===== config.mk =====
export PLATFORM = sky130hd
export DESIGN_NAME = gtbd_front
export DESIGN_NICKNAME = d
export VERILOG_FILES = /design/src/rtl/core/gtbd_front.sv
export SDC_FILE = /design/constraint.sdc
export NUM_CORES = 1
export LEC_CHECK = 0
export ABC_AREA = 0
export BUFFER_PORTS_ARGS = -buffer_cell sky130_fd_sc_hd__buf_2
export CAP_MARGIN = 10
export CORE_MARGIN = 1
export CORE_UTILIZATION = 45
export DETAILED_ROUTE_END_ITERATION = 8
export PLACE_DENSITY = 0.67
export SETUP_SLACK_MARGIN = 0.4
export SLEW_MARGIN = 20
export SYNTH_ARGS = -nofsm -noshare
export SYNTH_HDL_FRONTEND = slang
export SYNTH_SLANG_ARGS = --single-unit

===== constraint.sdc =====
create_clock -name clk -period 5.1 [get_ports clk]
set_input_delay 1.53 -clock clk [delete_from_list [all_inputs] [get_ports clk]]
set_output_delay 1.53 -clock clk [all_outputs]
set_load 0.005 [all_outputs]

===== src/rtl/core/gtbd_front.sv =====
// Front part: keeps the word window and issues a window snapshot request per trigger.
// Depends on no package items; paired with gtbd_back through gtbd_jobq.
`default_nettype none

module gtbd_front #(
    parameter int RSW = 10
) (
    input  wire logic          clk,
    input  wire logic          rst_n,
    input  wire logic          in_valid,
    output logic               in_ready,
    input  wire logic [31:0]   cmd_word,
    input  wire logic          run_end,
    input  wire logic          restart,
    output logic               job_valid,
    input  wire logic          job_ready,
    output logic [((RSW + 2 > 8) ? RSW + 2 : 8) * 32 +
                  $clog2(((RSW + 2 > 8) ? RSW + 2 : 8) + 1) + 2:0] job_data
);

    localparam int WIN = (RSW + 2 > 8) ? RSW + 2 : 8;
    localparam int NW  = $clog2(WIN + 1);

    logic [31:0]   win_reg [WIN];
    logic [NW-1:0] fill_reg;
    logic [31:0]   snap [WIN];
    logic [NW-1:0] base;
    logic [NW-1:0] n_new;
    logic          full;
    logic          accept;

    // append the word into a snapshot of the window
    always_comb
    begin
        base  = restart ? '0 : fill_reg;
        n_new = base + NW'(1);
        full  = (n_new == NW'(WIN));
        for (int i = 0; i < WIN; i++)
        begin
            snap[i] = (NW'(i) == base) ? cmd_word : win_reg[i];
            job_data[i*32 +: 32] = snap[i];
        end
        // layout above the window: n, flush, try, clear
        job_data[WIN*32 +: NW] = n_new;
        job_data[WIN*32 + NW]     = run_end;
        job_data[WIN*32 + NW + 1] = run_end || full;
        job_data[WIN*32 + NW + 2] = restart;
    end

    assign in_ready  = job_ready;
    assign accept    = in_valid && in_ready;
    assign job_valid = in_valid && (restart || run_end || full);

    // fill count
    always_ff @(posedge clk or negedge rst_n)
    begin
        if (!rst_n)
            fill_reg <= '0;
        else if (accept)
        begin
            if (run_end)
                fill_reg <= '0;
            else if (full)
                fill_reg <= NW'(WIN - 1);
            else
                fill_reg <= n_new;
        end
    end

    // window words; slides by one once full
    always_ff @(posedge clk)
    begin
        if (accept && !run_end)
        begin
            for (int i = 0; i < WIN; i++)
            begin
                if (full && i < WIN - 1)
                    win_reg[i] <= snap[i + 1];
                else
                    win_reg[i] <= snap[i];
            end
        end
    end

endmodule

`default_nettype wire


; ---- Word-level counts from Yosys, hierarchy flattened
; Memory sizes are Yosys's and may differ from the RTL's.
; Index checks and enable logic that the tools add are counted.
[word_totals]
ramBits = 384
input_bits = 38
out_inout_bits = 393
elab_cells = 68
reg_bits = 4
memories = 1
[classes]
bitwise_logic = 11
n_reduce_logical = 8
eq_ne = 12
add_sub_neg = 1
muxes = 34
[mem_list]
columns = name, words, word_bits, rd, rd_ports_with_merged_regs, write_ports, line_no
row1 = win_reg, 12, 32, 12, 0, 12, 24  ; logic [31:0] win_reg [WIN];
[op_table]
columns = op, count
row1 = $mux 32, 23
row2 = $eq 3x4->1 const A, 4
row3 = $eq 4x4->1 const A, 4
row4 = $mux 4, 3
row5 = $or 1x1->1, 11
row6 = $eq 2x4->1 const A, 2
row7 = $mux 1, 8
row8 = $add 4x1->4 const B, 1
row9 = $eq 1x4->1 const A, 1
row10 = $eq 4x4->1 const B, 1
row11 = $logic_not 4->1, 1
row12 = $logic_and 1x1->1, 3
row13 = $logic_or 1x1->1, 3
row14 = $logic_not 1->1, 1

; ---- Depth between registers and ports, before layout
; Gate-level depths: netlist of the first run.
[logic_depth]
ltp_word = 7
mapped_depth = 11
ltp_nobuf = 6

; ---- Worst setup path before layout of the first run
; Ideal clock, no wire load.
[synth_path]
path_kind = input-to-reg
startpoint = in run_end
endpoint = mem win_reg[10][1] (netlist: win_reg[2][65]), data pin
n_path_buf = 1
path_slack_ps = -5723
required_time_ps = 4839
setup_time_ps = 261
cell_stages = 5
arrival_time_ps = 10562
path_cell_list = nand3b_4 inv_1 nor2_1 buf_2 a221o_1
[synth_lines]
columns = element, line_no
row1 = "start, declared", 13  ; input wire logic run_end,
row2 = "end, declared", 24

==> results of run 1 <==
layout by cell type, fill, tap and decap left out, types with 5 or more instances in the layout:
master and instances:
a221o_1 32, a32oi_1 15, a32oi_2 32, a32oi_4 81, and2_1 128, and4bb_4 5, buf_12 34, buf_16 11
buf_2 423, buf_4 148, buf_6 10, buf_8 7, clkbuf_1 6, clkbuf_16 62, clkinv_1 14, clkinv_2 9
edfxtp_1 384, inv_1 341, inv_2 13, mux2i_1 369, mux2i_2 93, mux2i_4 83, nand2_1 96, nand2_2 6
nor4b_1 32
per-stage QoR:
stage | std cells | setup TNS, ps
after floorplan | 1930 | -1173590
after global placement | 2953 | 0
after detailed placement | 2953 | 0
after CTS | 3062 | 0
after global routing | 3151 | 0
final | 3151 | 0
logic make-up (layout without fill, tap and decap cells):
group           count (synthesis)  after routing  share of synthesized area (%)
xor+xnor                        2              2                         0.0765
compound gates                169            169                           6.63
flops                         388            388                           50.8
simple gates                  285            285                           7.41
mux                           545            545                           24.0
fa+ha+maj                       4              4                          0.218
buf+inv                       537           1086                           10.9
routing by layer:
layer / vias up / GRT usage [%] / wire length [um]
li1: 7983 / - / -
met1: 8900 / 37.3 / 32400
met2: 708 / 41.0 / 36800
met3: 140 / 3.51 / 4550
met4: 0 / 8.70 / 2500
met5: - / 0 / 0
repair_timing:
item	in CTS	in global routing
setup buffers	19	70
pin swaps	12	56
hold buffers	0	0
gates resized for setup	211	254
setup endpoints to repair	283	338
cloned	8	19
power breakdown:
part	total [W]	leakage, nW	switching [W]	internal (W)
logic	0.00148	8.07	0.000837	0.000643
clock network	0.00318	0.695	0.00136	0.00182
registers	0.00369	3.58	0.0000586	0.00363
layout make-up:
type	count	area [um^2]
Timing Repair Buffer	648	4800
Clock buffer	53	1200
Clock inverter	29	213
Multi-Input combinational cell	1005	12000
Fill cell	3727	18100
Inverter	356	1340
Sequential cell	388	11600
Tap cell	672	841
final timing paths:
path | startpoint | to | slack, ps
max | restart | job_data[56] | 310
max in group asynchronous | rst_n | fill_reg[0] | 4240
min | fill_reg[1] | fill_reg[1] | 520
max reg2reg | fill_reg[0] | win_reg[0][55] | 2050
min in group asynchronous | rst_n | fill_reg[3] | 740
min reg2reg | fill_reg[1] | fill_reg[1] | 520
==> run summary, run 1 <==
crit path capture type = output pin
max_cap viols = 0
Fin Hold WS = 521 ps
gpl congestion = 0.864
initial antenna violation count = 0
critical path arrival = 3260 ps
final core utilization = 63.9%
Die ar. = 51800 um^2
diode count = 0
core box area = 50200 um^2
maximum vdd drop = 0.000219 V
count of final setup violators = 0
WP buf/inv = 5
count of input and output buffers = 430
hpwl dp = 46100 um
Gate Count Post-Synth = 1930
RSZ-0062 raised after global routing = true
dpl ws = 207 ps
Peak Freq = 209 MHz
Clock Sinks = 388
final-report hold violation count = 0
synth cell count leaders = 535 x mux2i_1, 384 x edfxtp_1, 356 x inv_1, 128 x a32oi_1, 128 x and2_1
Slew Limit Fails = 0
Ports = 431
period utilization = 94.0%
# rows = 82
Remaining DRCs = 0
Rel. slew slack = 47.6%
crit path kind = in2out
Total Routing Usage GR = 26.2%
H-tree level count = 2
first-pass GRT wire length = 102000 um
CP Depth = 9
Initial Util = 45.7%
top post-synthesis cells by area = edfxtp_1 50%, mux2i_1 23%, inv_1 5.8%
CTS Buffer Depth = 3
largest net degree at the start of global routing = 124
Synth area leader = edfxtp_1
max incr delay on CP = 510 ps
Crit Path Max Fanout = 8
Clk Latency, worst-skew pair = 580 ps
wire length per cell = 24.2 um
sequential-to-total area share from yosys stat = 50.8%
clk slew on worst S/H paths = 60 ps
post-synth cell types = 39
most frequent cell after synthesis = mux2i_1
ys async rst share = 1.03%
nets@finish = 2487
Setup crit start kind = input pin
hold depth = 1
HP Class = reg2reg
max FFs per register = 384
first drt pass iteration count = 6
status = finished, final reports clean
Slowest-stage cell, CP = or3b_4
CP cell instances = buf_8 > nand2b_4 > inv_4 > ha_4 > or3b_4 > buf_12 > a32oi_4 > inv_1 > buf_2
pwr dens = 261 nW/um^2
Avg Inst Size Synth = 11.9 um^2
Num CTS Buffers = 46
via/cell ratio = 5.63
Design Area, Final = 32000 um^2
minimum clock period = 4790 ps
die height = 228 um
final setup margin = 307 ps
CTS tree = built
grt ovf = 0
final wirelength = 76200 um
Worst Path Required = 3570 ps
yosys warns = 0
Overall Power = 0.00835 W
CTS Root Cell = clkbuf_16
Worst R2R Path Depth = 11
Max Clock Skew = 24.4 ps
top_reg_cell synth = edfxtp_1
Area growth syn-to-layout = 39.9%
Worst-Margin Slew = 786 ps
vias in the first global route = 16500
Pleak = 12.3 nW
FF+latch count, synth = 388
Synth top area share = 50.3%
antenna violation net count after detailed routing = 0
Die Wd = 228 um
layout cell share with drive strength beyond 1 = 42.1%
cell family with most CP delay = simple AND/OR/NAND/NOR gates
total number of vias = 17700
DRT iter0 DRCs = 1799
DP Area = 26300 um^2
Net Count, Synth = 1972
Post-Syn Area = 22900 um^2
Post-synth EDFFs = 384
(Power assumes the default switching activity.)
==> run 2, diff against run 1 <==
==> constraint.sdc (replaced) <==
create_clock -name clk -period 5.82 [get_ports clk]
set_input_delay 1.746 -clock clk [delete_from_list [all_inputs] [get_ports clk]]
set_output_delay 1.746 -clock clk [all_outputs]
set_load 0.005 [all_outputs]
==> run summary, run 2 (synthesis results as in run 1) <==
Seq. cell area = 11600 um^2
Post-CTS Hold Buffers = 0
DRT iter0 DRCs = 1611
wire length per cell = 22.9 um
antenna violation net count after detailed routing = 0
critical path arrival = 3680 ps
# rows = 82
setup_tns = 0 ps
max incr delay on CP = 610 ps
vias in the first global route = 15600
count of final setup violators = 0
H-tree level count = 2
Num CTS Buffers = 45
status = finished, final reports clean
initial antenna violation count = 0
CTS Buffer Depth = 3
Placed Instances = 2897
Remaining DRCs = 0
max_cap viols = 0
grt ovf = 0
max FFs per register = 384
Rel. slew slack = 4.94%
Ports = 431
Fin Hold WS = 513 ps
crit path capture type = output pin
Cell Count, Final, Fillers Out = 2991
Peak Freq = 184 MHz
gpl congestion = 0.873
Worst R2R Setup Slack = 2900 ps
Worst-Margin Slew = 1420 ps
first drt pass iteration count = 5
Clock Sinks = 388
die height = 228 um
diode count = 0
Overall Power = 0.00704 W
CP cell instances = buf_2 > buf_4 > o21bai_4 > buf_12 > a32oi_2 > inv_1 > buf_2
fillers = 4230
Total Routing Usage GR = 24.3%
CP dominant cell by count = buf_2
commonest non-fill, non-tap cell in the layout = mux2i_1
Slew Limit Fails = 0
Initial Util = 45.7%
core box area = 50200 um^2
period utilization = 93.2%
hpwl dp = 44900 um
maximum vdd drop = 0.000216 V
Crit Path Max Fanout = 55
count of input and output buffers = 430
via/cell ratio = 5.57
Area growth syn-to-layout = 24.5%
Die Wd = 228 um
final wirelength = 68600 um
RSZ-0062 raised after global routing = true
Design Area, Final = 28500 um^2
final-report hold violation count = 0
Die ar. = 51800 um^2
Setup crit start kind = input pin
Slowest-stage cell, CP = o21bai_4
minimum clock period = 5430 ps
CTS Root Cell = clkbuf_16
Pleak = 11.0 nW
nets@finish = 2325
Clk Latency, worst-skew pair = 570 ps
layout cell share with drive strength beyond 1 = 32.3%
most frequent cells in the layout = 453 x mux2i_1, 430 x buf_2, 384 x edfxtp_1
crit path kind = in2out
HP Class = reg2reg
Max Clock Skew = 14.5 ps
clk slew on worst S/H paths = 60 ps
Multi-input gate area = 10300 um^2
total number of vias = 16700
first-pass GRT wire length = 96300 um
largest net degree at the start of global routing = 179
pwr dens = 247 nW/um^2
Worst Path Required = 4070 ps
DP Area = 25300 um^2
CTS tree = built
==> run 2: changes by cell type in the layout (fill, tap and decap cells not counted), sizes merged <==
| cell | before | now |
|---|---|---|
| inv | 356 | 357 |
| buf | 633 | 482 |
| clkbuf | 68 | 67 |
| clkinvlp | 2 | 1 |
| bufinv | 3 | 4 |
| clkinv | 24 | 15 |
==> run 2: per-stage QoR <==
step,util (%),setup WS [ps]
CTS,53.8,311
floorplan,-,-2680
finish,56.8,393
detailed placement,50.4,189
global placement,50.4,269
global route,56.8,309
==> run 2: metal layers <==
metal	share of wire (%)	vias to the layer above	routed length (um)	track usage, %
met4	2.9	0	2010	8.72
met3	5.1	105	3480	2.82
met5	0	-	0	0
met2	46	642	31700	36.3
li1	-	7616	-	-
met1	46	8311	31400	36.2
==> run 2: layout make-up <==
class	instances	share of cell area (%)
Inverter	356	4.70
Sequential cell	388	40.8
Clock buffer	62	4.32
Tap cell	672	2.95
Clock inverter	21	0.693
Multi-Input combinational cell	1005	36.2
Timing Repair Buffer	487	10.3
==> run 2: timing repair <==
item                       4_1_cts  5_1_grt
setup endpoints to repair      112      284
pin swaps                        0       14
gates cloned                     0        6
resized for setup               45      206
setup buffers                    0        5
==> run 2: worst paths after layout <==
| kind | endpoint | startpoint | cells after the start |
|---|---|---|---|
| worst max-delay path | job_data[71] | restart | 7 |
| worst max register to register | win_reg[2][5] | fill_reg[0] | 9 |
| min in group asynchronous | fill_reg[2] | rst_n | 1 |
| max in group asynchronous | fill_reg[0] | rst_n | 1 |
| worst min register to register | fill_reg[0] | fill_reg[0] | 1 |
| worst min-delay path | fill_reg[0] | fill_reg[0] | 1 |
==> run 2: power breakdown <==
part	internal (W)	leakage [nW]	total, W	switching (W)
Clock	0.00165	0.693	0.00280	0.00115
Sequential	0.00318	3.58	0.00322	0.0000385
Combinational	0.000394	6.74	0.00102	0.000623
==> run 2: critical path, delay by kind of cell <==
family,cells,cell delay [ps]
buf+inv,5,1140
compound gates,2,760
