File: config.mk
export PLATFORM = sky130hd
export DESIGN_NAME = gtbd_jobq
export DESIGN_NICKNAME = d
export VERILOG_FILES = /design/src/rtl/core/gtbd_jobq.sv
export SDC_FILE = /design/constraint.sdc
export NUM_CORES = 1
export LEC_CHECK = 0
export ABC_AREA = 1
export BUFFER_PORTS_ARGS = -buffer_cell sky130_fd_sc_hd__buf_2
export CORE_MARGIN = 1
export CORE_UTILIZATION = 53
export CTS_BUF_LIST = sky130_fd_sc_hd__clkbuf_2 sky130_fd_sc_hd__clkbuf_4 sky130_fd_sc_hd__clkbuf_8
export CTS_CLUSTER_DIAMETER = 30
export CTS_CLUSTER_SIZE = 24
export DETAILED_ROUTE_END_ITERATION = 8
export PLACE_DENSITY = 0.87
export SLEW_MARGIN = 20
export SYNTH_ARGS = -nofsm -noshare
export SYNTH_HDL_FRONTEND = slang
export SYNTH_SLANG_ARGS = --single-unit
File: constraint.sdc
create_clock -name clk -period 1.5 [get_ports clk]
set_input_delay 0.075 -clock clk [delete_from_list [all_inputs] [get_ports clk]]
set_output_delay 0.075 -clock clk [all_outputs]
set_load 0.03 [all_outputs]
File: src/rtl/core/gtbd_jobq.sv
// Two-entry request queue between the front and back parts.
// Generic width; no package dependency.
`default_nettype none

module gtbd_jobq #(
    parameter int W = 8
) (
    input  wire logic         clk,
    input  wire logic         rst_n,
    input  wire logic         in_valid,
    output logic              in_ready,
    input  wire logic [W-1:0] in_data,
    output logic              out_valid,
    input  wire logic         out_ready,
    output logic [W-1:0]      out_data
);

    logic [W-1:0] slot_reg [2];
    logic         wp_reg;
    logic         rp_reg;
    logic [1:0]   cnt_reg;
    logic         push;
    logic         pop;

    assign in_ready  = (cnt_reg != 2'd2);
    assign out_valid = (cnt_reg != 2'd0);
    assign out_data  = slot_reg[rp_reg];
    assign push      = in_valid && in_ready;
    assign pop       = out_valid && out_ready;

    // pointers and occupancy
    always_ff @(posedge clk or negedge rst_n)
    begin
        if (!rst_n)
        begin
            wp_reg  <= 1'b0;
            rp_reg  <= 1'b0;
            cnt_reg <= 2'd0;
        end
        else
        begin
            if (push)
                wp_reg <= ~wp_reg;
            if (pop)
                rp_reg <= ~rp_reg;
            if (push && !pop)
                cnt_reg <= cnt_reg + 2'd1;
            else if (pop && !push)
                cnt_reg <= cnt_reg - 2'd1;
        end
    end

    // storage
    always_ff @(posedge clk)
    begin
        if (push)
            slot_reg[wp_reg] <= in_data;
    end

endmodule

`default_nettype wire

# Word-level counts from Yosys, hierarchy flattened

Memories as Yosys holds them, arrays and structs flattened.
Cells that the tools add are included.

Add/subtract/negate cells: 2
Muxes and demuxes: 4
Equal/unequal tests: 1
Bitwise gates (word level): 2
Reduce and logical (&&, ||, !) cells: 8

Operator list:

| kind                | count |
|---|---|
| $logic_and 1x1->1   | 4 |
| $mux 2              | 2 |
| $reduce_bool 2->1   | 2 |
| $add 2x1->2 const B | 1 |
| $logic_not 1->1     | 2 |
| $mux 1              | 2 |
| $ne 2x2->1 const B  | 1 |
| $not 1->1           | 2 |
| $sub 2x1->2 const B | 1 |

Word-level logic and storage cells: 21
Output and inout port bits: 10
Memories: 1
Memory bits (writable): 16
Bits of input ports: 12
Register bits after elaboration: 4

Memory list:

| memory   | depth | bits a word | rd ports | clocked after memory_dff | wr ports | line | source |
|---|---|---|---|---|---|---|---|
| slot_reg | 2     | 8           | 1        | 0                        | 1        | 18   | `logic [W-1:0] slot_reg [2];` |

# Longest topological paths before layout

Gate-level depths: netlist (run 1).

Depth in word-level cells: 6
Depth in mapped cells: 10
Depth with buffers taken out: 10

# Worst setup path after synthesis (run 1)

Ideal clock, no wire load.

Kind: reg-to-reg
Start point: reg cnt_reg[0]
End point: mem slot_reg[0][0], enable pin
Data arrival time: 1.010 ns
Period minus slack after synthesis: 1.380 ns
Buffers on the path: 0
Cell stages (with the launch flop): 5
Path slack: 0.120 ns
Library setup time: 0.370 ns
Data required time: 1.130 ns
Path through: dfrtp_1 > inv_2 > nand2_4 > nand2_4 > nor2_1

Word-level cells in the longest chain between the ends: 4

RTL lines:

| what                         | line | source |
|---|---|---|
| start: declaration           | 21   | `logic [1:0] cnt_reg;` |
| start signal: assignment     | 47   | `cnt_reg <= cnt_reg + 2'd1;` |
| start signal: assignment     | 49   | `cnt_reg <= cnt_reg - 2'd1;` |
| $ne 2x2->1                   | 25   | `assign in_ready = (cnt_reg != 2'd2);` |
| named net in_ready           | 11   | `output logic in_ready,` |
| $logic_and 1x1->1            | 28   | `assign push = in_valid && in_ready;` |
| $mux 1                       | 56   | `if (push)` |
| $mux 1 (implied by the code) | 57   | `slot_reg[wp_reg] <= in_data;` |
| end: declaration             | 18   |  |

The timed path passes the listed nets, and every way through them passes these cells.

# Final worst setup path (run 1)

Start point: reg cnt_reg[0]
End point: reg cnt_reg[1]

Word-level cells in the longest chain between the ends: 5

RTL lines:

| what                               | line | source |
|---|---|---|
| $ne 2x2->1 (*)                     | 25   |  |
| $logic_and 1x1->1 (*)              | 28   |  |
| named net push                     | 22   | `logic push;` |
| $logic_not 1->1                    | 48   | `else if (pop && !push)` |
| $logic_and 1x1->1                  | 48   |  |
| $reduce_bool 2->1 (no source line) | --   |  |

Mark *: on every way through the listed nets, which the timed path passes. The rest lies on a longest branch. The select of a mux whose other input is x is not followed.
A chain may end at the register's enable or synchronous reset.

==> run_summary.xml, run 1 <==
<?xml version="1.0" encoding="UTF-8"?>
<metrics>
  <group name="status">
    <metric name="status" unit="">complete, no violations</metric>
  </group>
  <group name="clock_tree">
    <metric name="cts_htree_levels" unit="">1</metric>
    <metric name="cts_root_buf" unit="">clkbuf_4</metric>
    <metric name="cts_tree" unit="">built</metric>
    <metric name="path_clk_slew" unit="ps">110</metric>
    <metric name="max-clock-path-buffers" unit="">2</metric>
    <metric name="cts.sinks" unit="">20</metric>
    <metric name="skew_pair_late_insertion_delay" unit="ps">300</metric>
    <metric name="cts-buffers-inserted" unit="">3</metric>
  </group>
  <group name="routing">
    <metric name="via_per_inst" unit="">5.03</metric>
    <metric name="first_pass_iters" unit="">4</metric>
    <metric name="drt_drc_violations_left" unit="">0</metric>
    <metric name="totalWireLength" unit="µm">1510</metric>
    <metric name="dr.first_iter.drc_count" unit="">19</metric>
    <metric name="postRouteAntennaNets" unit="">0</metric>
    <metric name="route.vias.total" unit="">609</metric>
    <metric name="mean_routed_wirelength_per_cell" unit="µm">12.4</metric>
  </group>
  <group name="final_layout">
    <metric name="layout.area.seq" unit="µm²">582</metric>
    <metric name="n_fill_cell" unit="">83</metric>
    <metric name="antenna-diode-count" unit="">0</metric>
    <metric name="post_route_cells_drive_above_1_share" unit="">0.358</metric>
    <metric name="area_used_by_multi_input_combinational_logic" unit="µm²">209</metric>
    <metric name="largest_register_ff_count" unit="">16</metric>
    <metric name="num-nets-final" unit="">120</metric>
    <metric name="finalCoreUtilization" unit="">0.800</metric>
    <metric name="layout-area-overhead-vs-synth" unit="%">33.7</metric>
  </group>
  <group name="logic_synthesis">
    <metric name="synth.lib_cells_used.distinct" unit="">14</metric>
    <metric name="synthArstFlopShare" unit="">0.200</metric>
    <metric name="top_area_cells_in_the_synthesized_netlist" unit="">edfxtp_1, nand2_1, dfrtp_1, nand2_4, xor2_2</metric>
    <metric name="syn-mean-instance-area" unit="µm²">11.8</metric>
    <metric name="yosysSeqAreaShare" unit="">0.702</metric>
    <metric name="syn_inst" unit="">70</metric>
    <metric name="mappedNetlistArea" unit="µm²">827</metric>
    <metric name="synth-edff-count" unit="">16</metric>
    <metric name="synth_most_common_cell" unit="">nand2_1</metric>
    <metric name="synth_nets" unit="">83</metric>
    <metric name="netlist.area_leader.share" unit="">0.581</metric>
    <metric name="synth_area_leader" unit="">edfxtp_1</metric>
    <metric name="yosys-top-cells-count" unit="">nand2_1, edfxtp_1, dfrtp_1, inv_1, inv_2</metric>
    <metric name="ys_seq_elements" unit="">20</metric>
    <metric name="postSynth.topFlopCell" unit="">edfxtp_1</metric>
    <metric name="yosysWarnings" unit="">0</metric>
  </group>
  <group name="global_routing">
    <metric name="grt_pass1_vias" unit="">588</metric>
    <metric name="grt_start_max_net_pins" unit="">13</metric>
    <metric name="global_route_wire_length_before_repair" unit="µm">2410</metric>
    <metric name="initial_antenna_violation_count" unit="">0</metric>
    <metric name="grt_usage" unit="">0.187</metric>
    <metric name="grt_overflow_total" unit="">0</metric>
  </group>
  <group name="placement">
    <metric name="portBuffers" unit="">21</metric>
    <metric name="place_hpwl" unit="µm">968</metric>
    <metric name="gp_congestion" unit="">0.763</metric>
  </group>
  <group name="flow_run">
    <metric name="cap_violations" unit="">0</metric>
  </group>
  <group name="die">
    <metric name="num_rows" unit="">13</metric>
    <metric name="floorplan.die_area" unit="µm²">1720</metric>
    <metric name="die_x" unit="µm">41.5</metric>
    <metric name="initial_core_util" unit="">0.598</metric>
    <metric name="dieHeight" unit="µm">41.5</metric>
    <metric name="ports" unit="">22</metric>
    <metric name="fp.coreArea" unit="µm²">1380</metric>
  </group>
  <group name="power_and_ir_drop">
    <metric name="powerDensity" unit="nW/µm²">2100</metric>
    <metric name="total_leakage_power" unit="nW">0.521</metric>
    <metric name="irDropWorstVdd" unit="mV">1.21</metric>
    <metric name="total_power" unit="mW">2.33</metric>
  </group>
  <group name="setup_path">
    <metric name="cp_data_arrival_time" unit="ps">1620</metric>
    <metric name="worst_ep_required_time" unit="ps">1700</metric>
    <metric name="timing.critical_path.from_type" unit="">flop</metric>
    <metric name="worst-path-max-fanout" unit="">4</metric>
    <metric name="critical_path_class" unit="">flop to flop</metric>
    <metric name="worst_setup_path_end_kind" unit="">flop</metric>
  </group>
  <group name="sta">
    <metric name="whs" unit="ps">22.2</metric>
    <metric name="timing.final.setup_violations" unit="">0</metric>
    <metric name="max_clock_freq" unit="MHz">707</metric>
    <metric name="slew_viol_final" unit="">0</metric>
    <metric name="slew_at_the_pin_closest_to_its_max_slew_limit" unit="ps">209</metric>
    <metric name="period_share" unit="">0.944</metric>
    <metric name="finalHoldViolCount" unit="">0</metric>
    <metric name="slew_headroom" unit="">0.861</metric>
    <metric name="final.setup_skew" unit="ps">4.47</metric>
    <metric name="final_period_minus_worst_setup_slack" unit="ps">1420</metric>
  </group>
  <group name="min_path">
    <metric name="hold_class" unit="">input pin to flop</metric>
  </group>
</metrics>
==> worst max-delay path, cell delays in order (launching register included) <==
cell and delay, ps:
dfrtp_1 430, inv_2 110, nand2_4 70, nand2_4 80
inv_1 50, ha_1 320, inv_2 70, nand3_1 80
nand2_1 60, nand2_1 50
==> through the flow <==
stage,TNS [ps],area (µm²),std cells,worst slack [ps]
floorplan,0,827,70,120
global placement,0,955,107,179
detailed placement,0,955,107,113
CTS,0,1100,120,79.4
global route,-5.79,1110,121,-5.79
finish,0,1110,121,84.6
==> what timing repair did <==
| action | CTS | global route |
|---|---|---|
| hold buffers | 9 | 0 |
| endpoints found under the setup margin | 0 | 2 |
| buffers inserted | 0 | 1 |
| gates resized for setup | 0 | 2 |
| endpoints found under the hold margin | 20 | 0 |
==> metal layers <==
layer / routed length (µm) / up-vias / part of all wire / global-route usage
met4: 40 / 0 / 0.027 / 0.129
met1: 629 / 273 / 0.42 / 0.228
li1: - / 298 / - / -
met3: 82 / 6 / 0.054 / 0.0478
met5: 0 / - / 0 / 0
met2: 753 / 32 / 0.50 / 0.291
==> layout make-up <==
cell class	instances	area share
well taps	15	0.0170
inverters	7	0.0238
clock inverters	1	0.0271
flip-flops and latches	20	0.526
multi-input cells	42	0.189
repair buffers	33	0.197
clock buffers	3	0.0204
==> kinds of logic (layout without fill, tap and decap cells) <==
| group | after synthesis | after routing | share of synthesized area |
|---|---|---|---|
| simple gates | 39 | 39 | 0.207 |
| flops | 20 | 20 | 0.702 |
| buf+inv | 8 | 44 | 0.0454 |
| xor+xnor | 2 | 2 | 0.0303 |
| fa+ha+maj | 1 | 1 | 0.0151 |
==> layout by cell type (no fill, tap or decap), types with 2 or more instances in the layout <==
cell type / n
buf_2: 21
dlygate4sd3_1: 9
inv_2: 4
dfrtp_1: 3
clkbuf_4: 3
inv_1: 3
buf_4: 3
nand2_2: 2
nor2_1: 2
nand3_1: 2
nand2_4: 2
nand2_1: 30
edfxtp_1: 16
==> path summary, 6_finish.rpt <==
check	slack (ps)	cells after the start	end	from
max in group asynchronous	1260	2	rp_reg$_DFFE_PN0P_	rst_n
worst max register to register	80	9	cnt_reg[1]$_DFFE_PN0P_	cnt_reg[0]$_DFFE_PN0P_
min in group asynchronous	100	2	wp_reg$_DFFE_PN0P_	rst_n
worst min register to register	530	1	cnt_reg[0]$_DFFE_PN0P_	cnt_reg[0]$_DFFE_PN0P_
worst max-delay path	80	9	cnt_reg[1]$_DFFE_PN0P_	cnt_reg[0]$_DFFE_PN0P_
worst min-delay path	20	3	rp_reg$_DFFE_PN0P_	out_ready
==> power by group <==
group | internal, mW | switching, mW
combinational | 0.322 | 0.682
sequential | 0.776 | 0.111
clock | 0.270 | 0.165
total | 1.37 | 0.958
(Power assumes the default switching activity.)
==> inputs of run 2 (changes only) <==
--- a/config.mk
+++ b/config.mk
@@ -7,13 +7,14 @@
 export LEC_CHECK = 0
 export ABC_AREA = 1
 export BUFFER_PORTS_ARGS = -buffer_cell sky130_fd_sc_hd__buf_2
+export CORE_ASPECT_RATIO = 0.75
 export CORE_MARGIN = 1
-export CORE_UTILIZATION = 53
+export CORE_UTILIZATION = 45
 export CTS_BUF_LIST = sky130_fd_sc_hd__clkbuf_2 sky130_fd_sc_hd__clkbuf_4 sky130_fd_sc_hd__clkbuf_8
 export CTS_CLUSTER_DIAMETER = 30
 export CTS_CLUSTER_SIZE = 24
 export DETAILED_ROUTE_END_ITERATION = 8
-export PLACE_DENSITY = 0.87
+export PLACE_DENSITY = 0.77
 export SLEW_MARGIN = 20
 export SYNTH_ARGS = -nofsm -noshare
 export SYNTH_HDL_FRONTEND = slang
==> run 2 against run 1 <==
Net effect: flip-flop and latch count unchanged; clock skew down 1.3 ps; first-iteration DRC count down 79%; worst hold slack better by 17 ps; highest routed layer unchanged; maximum frequency up 2.5%; utilization down 16 points; die area up 17%; sequential power down 0.5%; via count down 6.1%; register-to-register slack better by 30 ps; clock-buffer cell count unchanged; combinational power down 5%.
==> run_summary.xml, run 2 (synthesis results as in run 1) <==
<?xml version="1.0" encoding="UTF-8"?>
<metrics>
  <group name="status">
    <metric name="status" unit="">complete, no violations</metric>
  </group>
  <group name="min_path">
    <metric name="hold-path-endpoint" unit="">rp_reg$_DFFE_PN0P_</metric>
    <metric name="min_from" unit="">out_ready</metric>
    <metric name="hold_depth" unit="">3</metric>
    <metric name="hold_class" unit="">input pin to flop</metric>
  </group>
  <group name="final_layout">
    <metric name="layout.cells.most_common" unit="">nand2_1</metric>
    <metric name="num-nets-final" unit="">119</metric>
    <metric name="n_fill_cell" unit="">142</metric>
    <metric name="fin_cells" unit="">127</metric>
    <metric name="post_route_cells_drive_above_1_share" unit="">0.343</metric>
    <metric name="layout-area-overhead-vs-synth" unit="%">33.9</metric>
    <metric name="most-common-layout-cells" unit="">nand2_1, buf_2, edfxtp_1, dlygate4sd3_1, inv_1</metric>
    <metric name="largest_register_ff_count" unit="">16</metric>
    <metric name="antenna-diode-count" unit="">0</metric>
  </group>
  <group name="die">
    <metric name="die_x" unit="µm">51.5</metric>
    <metric name="dieHeight" unit="µm">39.1</metric>
    <metric name="num_rows" unit="">13</metric>
    <metric name="fp.coreArea" unit="µm²">1720</metric>
    <metric name="ports" unit="">22</metric>
    <metric name="floorplan.die_area" unit="µm²">2010</metric>
    <metric name="initial_core_util" unit="">0.480</metric>
  </group>
  <group name="global_routing">
    <metric name="grt_overflow_total" unit="">0</metric>
    <metric name="global_route_wire_length_before_repair" unit="µm">2130</metric>
    <metric name="grt_usage" unit="">0.161</metric>
    <metric name="grt_start_max_net_pins" unit="">13</metric>
    <metric name="grt_pass1_vias" unit="">511</metric>
    <metric name="initial_antenna_violation_count" unit="">0</metric>
  </group>
  <group name="sta">
    <metric name="final.setup_skew" unit="ps">3.17</metric>
    <metric name="finalHoldViolCount" unit="">0</metric>
    <metric name="slew_at_the_pin_closest_to_its_max_slew_limit" unit="ps">203</metric>
    <metric name="grt_setup_unrepaired" unit="">no</metric>
    <metric name="total_neg_setup_slack" unit="ps">0</metric>
    <metric name="slew_viol_final" unit="">0</metric>
    <metric name="timing.final.setup_violations" unit="">0</metric>
    <metric name="period_share" unit="">0.920</metric>
    <metric name="slew_headroom" unit="">0.865</metric>
    <metric name="max_clock_freq" unit="MHz">724</metric>
    <metric name="final_period_minus_worst_setup_slack" unit="ps">1380</metric>
  </group>
  <group name="routing">
    <metric name="dr.first_iter.drc_count" unit="">4</metric>
    <metric name="drt_drc_violations_left" unit="">0</metric>
    <metric name="route.vias.total" unit="">572</metric>
    <metric name="totalWireLength" unit="µm">1390</metric>
    <metric name="mean_routed_wirelength_per_cell" unit="µm">10.9</metric>
    <metric name="postRouteAntennaNets" unit="">0</metric>
    <metric name="first_pass_iters" unit="">4</metric>
    <metric name="via_per_inst" unit="">4.50</metric>
  </group>
  <group name="power_and_ir_drop">
    <metric name="irDropWorstVdd" unit="mV">1.41</metric>
    <metric name="powerDensity" unit="nW/µm²">2050</metric>
    <metric name="total_leakage_power" unit="nW">0.517</metric>
  </group>
  <group name="placement">
    <metric name="gp_congestion" unit="">0.778</metric>
    <metric name="place_hpwl" unit="µm">971</metric>
    <metric name="portBuffers" unit="">21</metric>
    <metric name="placed_cells" unit="">114</metric>
  </group>
  <group name="clock_tree">
    <metric name="cts_tree" unit="">built</metric>
    <metric name="cts_root_buf" unit="">clkbuf_4</metric>
    <metric name="cts_setup_buffers" unit="">0</metric>
    <metric name="skew_pair_late_insertion_delay" unit="ps">300</metric>
    <metric name="max-clock-path-buffers" unit="">2</metric>
    <metric name="cts-buffers-inserted" unit="">3</metric>
    <metric name="path_clk_slew" unit="ps">110</metric>
    <metric name="cts_htree_levels" unit="">1</metric>
    <metric name="cts.sinks" unit="">20</metric>
  </group>
  <group name="setup_path">
    <metric name="worst-path-max-fanout" unit="">4</metric>
    <metric name="r2r-end" unit="">cnt_reg[1]$_DFFE_PN0P_</metric>
    <metric name="slowest_stage" unit="">dfrtp_1</metric>
    <metric name="critical_path_class" unit="">flop to flop</metric>
    <metric name="r2r-start" unit="">cnt_reg[0]$_DFFE_PN0P_</metric>
    <metric name="cp_data_arrival_time" unit="ps">1580</metric>
    <metric name="r2r.worst_path.cells" unit="">9</metric>
    <metric name="worst_setup_path_end_kind" unit="">flop</metric>
    <metric name="worst_ep_required_time" unit="ps">1700</metric>
    <metric name="timing.critical_path.cells" unit="">inv_2, nand2_4, nand2_4, inv_1, ha_1, inv_1, nand3_1, nand2_1, nand2_1</metric>
    <metric name="setup_slack_reg_to_reg" unit="ps">120</metric>
    <metric name="timing.critical_path.from_type" unit="">flop</metric>
    <metric name="cp_slowest_stage_delay" unit="ps">420</metric>
  </group>
  <group name="flow_run">
    <metric name="cap_violations" unit="">0</metric>
  </group>
</metrics>
==> run 2: cell count changes in the layout (fill, tap and decap cells not counted), sizes merged <==
cell and delta:
buf -1
==> run 2: repair_timing <==
| item | 4_1_cts | 5_1_grt |
|---|---|---|
| hold endpoints to repair | 20 | 0 |
| setup endpoints to repair | 0 | 6 |
| hold buffers | 9 | 0 |
| gates resized for setup | 0 | 1 |
==> run 2: metal layers <==
| layer | up-vias | track usage | part of all wire |
|---|---|---|---|
| li1 | 295 | - | - |
| met1 | 261 | 0.163 | 0.42 |
| met2 | 14 | 0.308 | 0.52 |
| met3 | 2 | 0.0588 | 0.042 |
| met4 | 0 | 0.0608 | 0.012 |
| met5 | - | 0 | 0 |
==> run 2: area by class of cell <==
type / count / area (µm²) / share of cell area
Clock buffer: 3 / 22.5 / 0.0203
Tap cell: 22 / 27.5 / 0.0249
Multi-Input combinational cell: 42 / 209 / 0.189
Inverter: 7 / 26.3 / 0.0237
Timing Repair Buffer: 32 / 210 / 0.190
Clock inverter: 1 / 30.0 / 0.0271
Sequential cell: 20 / 582 / 0.525
==> run 2: metrics by stage <==
stage	hold slack, ps	total power, mW	setup slack, ps	utilization	cell area (µm²)
floorplan	-221	1.59	120	-	827
global placement	-113	1.81	176	0.559	963
detailed placement	-114	1.84	118	0.559	963
CTS	40.8	2.29	57.7	0.642	1110
global route	47.3	2.41	21.4	0.642	1110
finish	39.6	2.27	119	0.642	1110
==> run 2: critical path: cells and delay by family (launching register included) <==
| kind | cells | cell delay, ps |
|---|---|---|
| buffers and inverters | 3 | 240 |
| adder cells (fa/ha/maj) | 1 | 310 |
| flip-flops | 1 | 420 |
| AND/OR/NAND/NOR | 5 | 320 |
==> run 2: how the worst max path moves through the flow <==
stage,from,to,slack (ps),cells past startpoint
floorplan,cnt_reg[0]$_DFFE_PN0P_,slot_reg[0][0]$_DFFE_PP_,120,4
global placement,cnt_reg[0]$_DFFE_PN0P_,cnt_reg[1]$_DFFE_PN0P_,180,9
detailed placement,cnt_reg[0]$_DFFE_PN0P_,cnt_reg[1]$_DFFE_PN0P_,120,9
CTS,rp_reg$_DFFE_PN0P_,out_data[6],60,4
global route,cnt_reg[0]$_DFFE_PN0P_,cnt_reg[1]$_DFFE_PN0P_,20,9
finish,cnt_reg[0]$_DFFE_PN0P_,cnt_reg[1]$_DFFE_PN0P_,120,9
==> run 2: power by group <==
part / switching, mW / internal, mW / leakage [nW]
registers: 0.107 / 0.776 / 0.195
clock network: 0.158 / 0.270 / 0.0279
logic: 0.651 / 0.304 / 0.294
total: 0.916 / 1.35 / 0.517
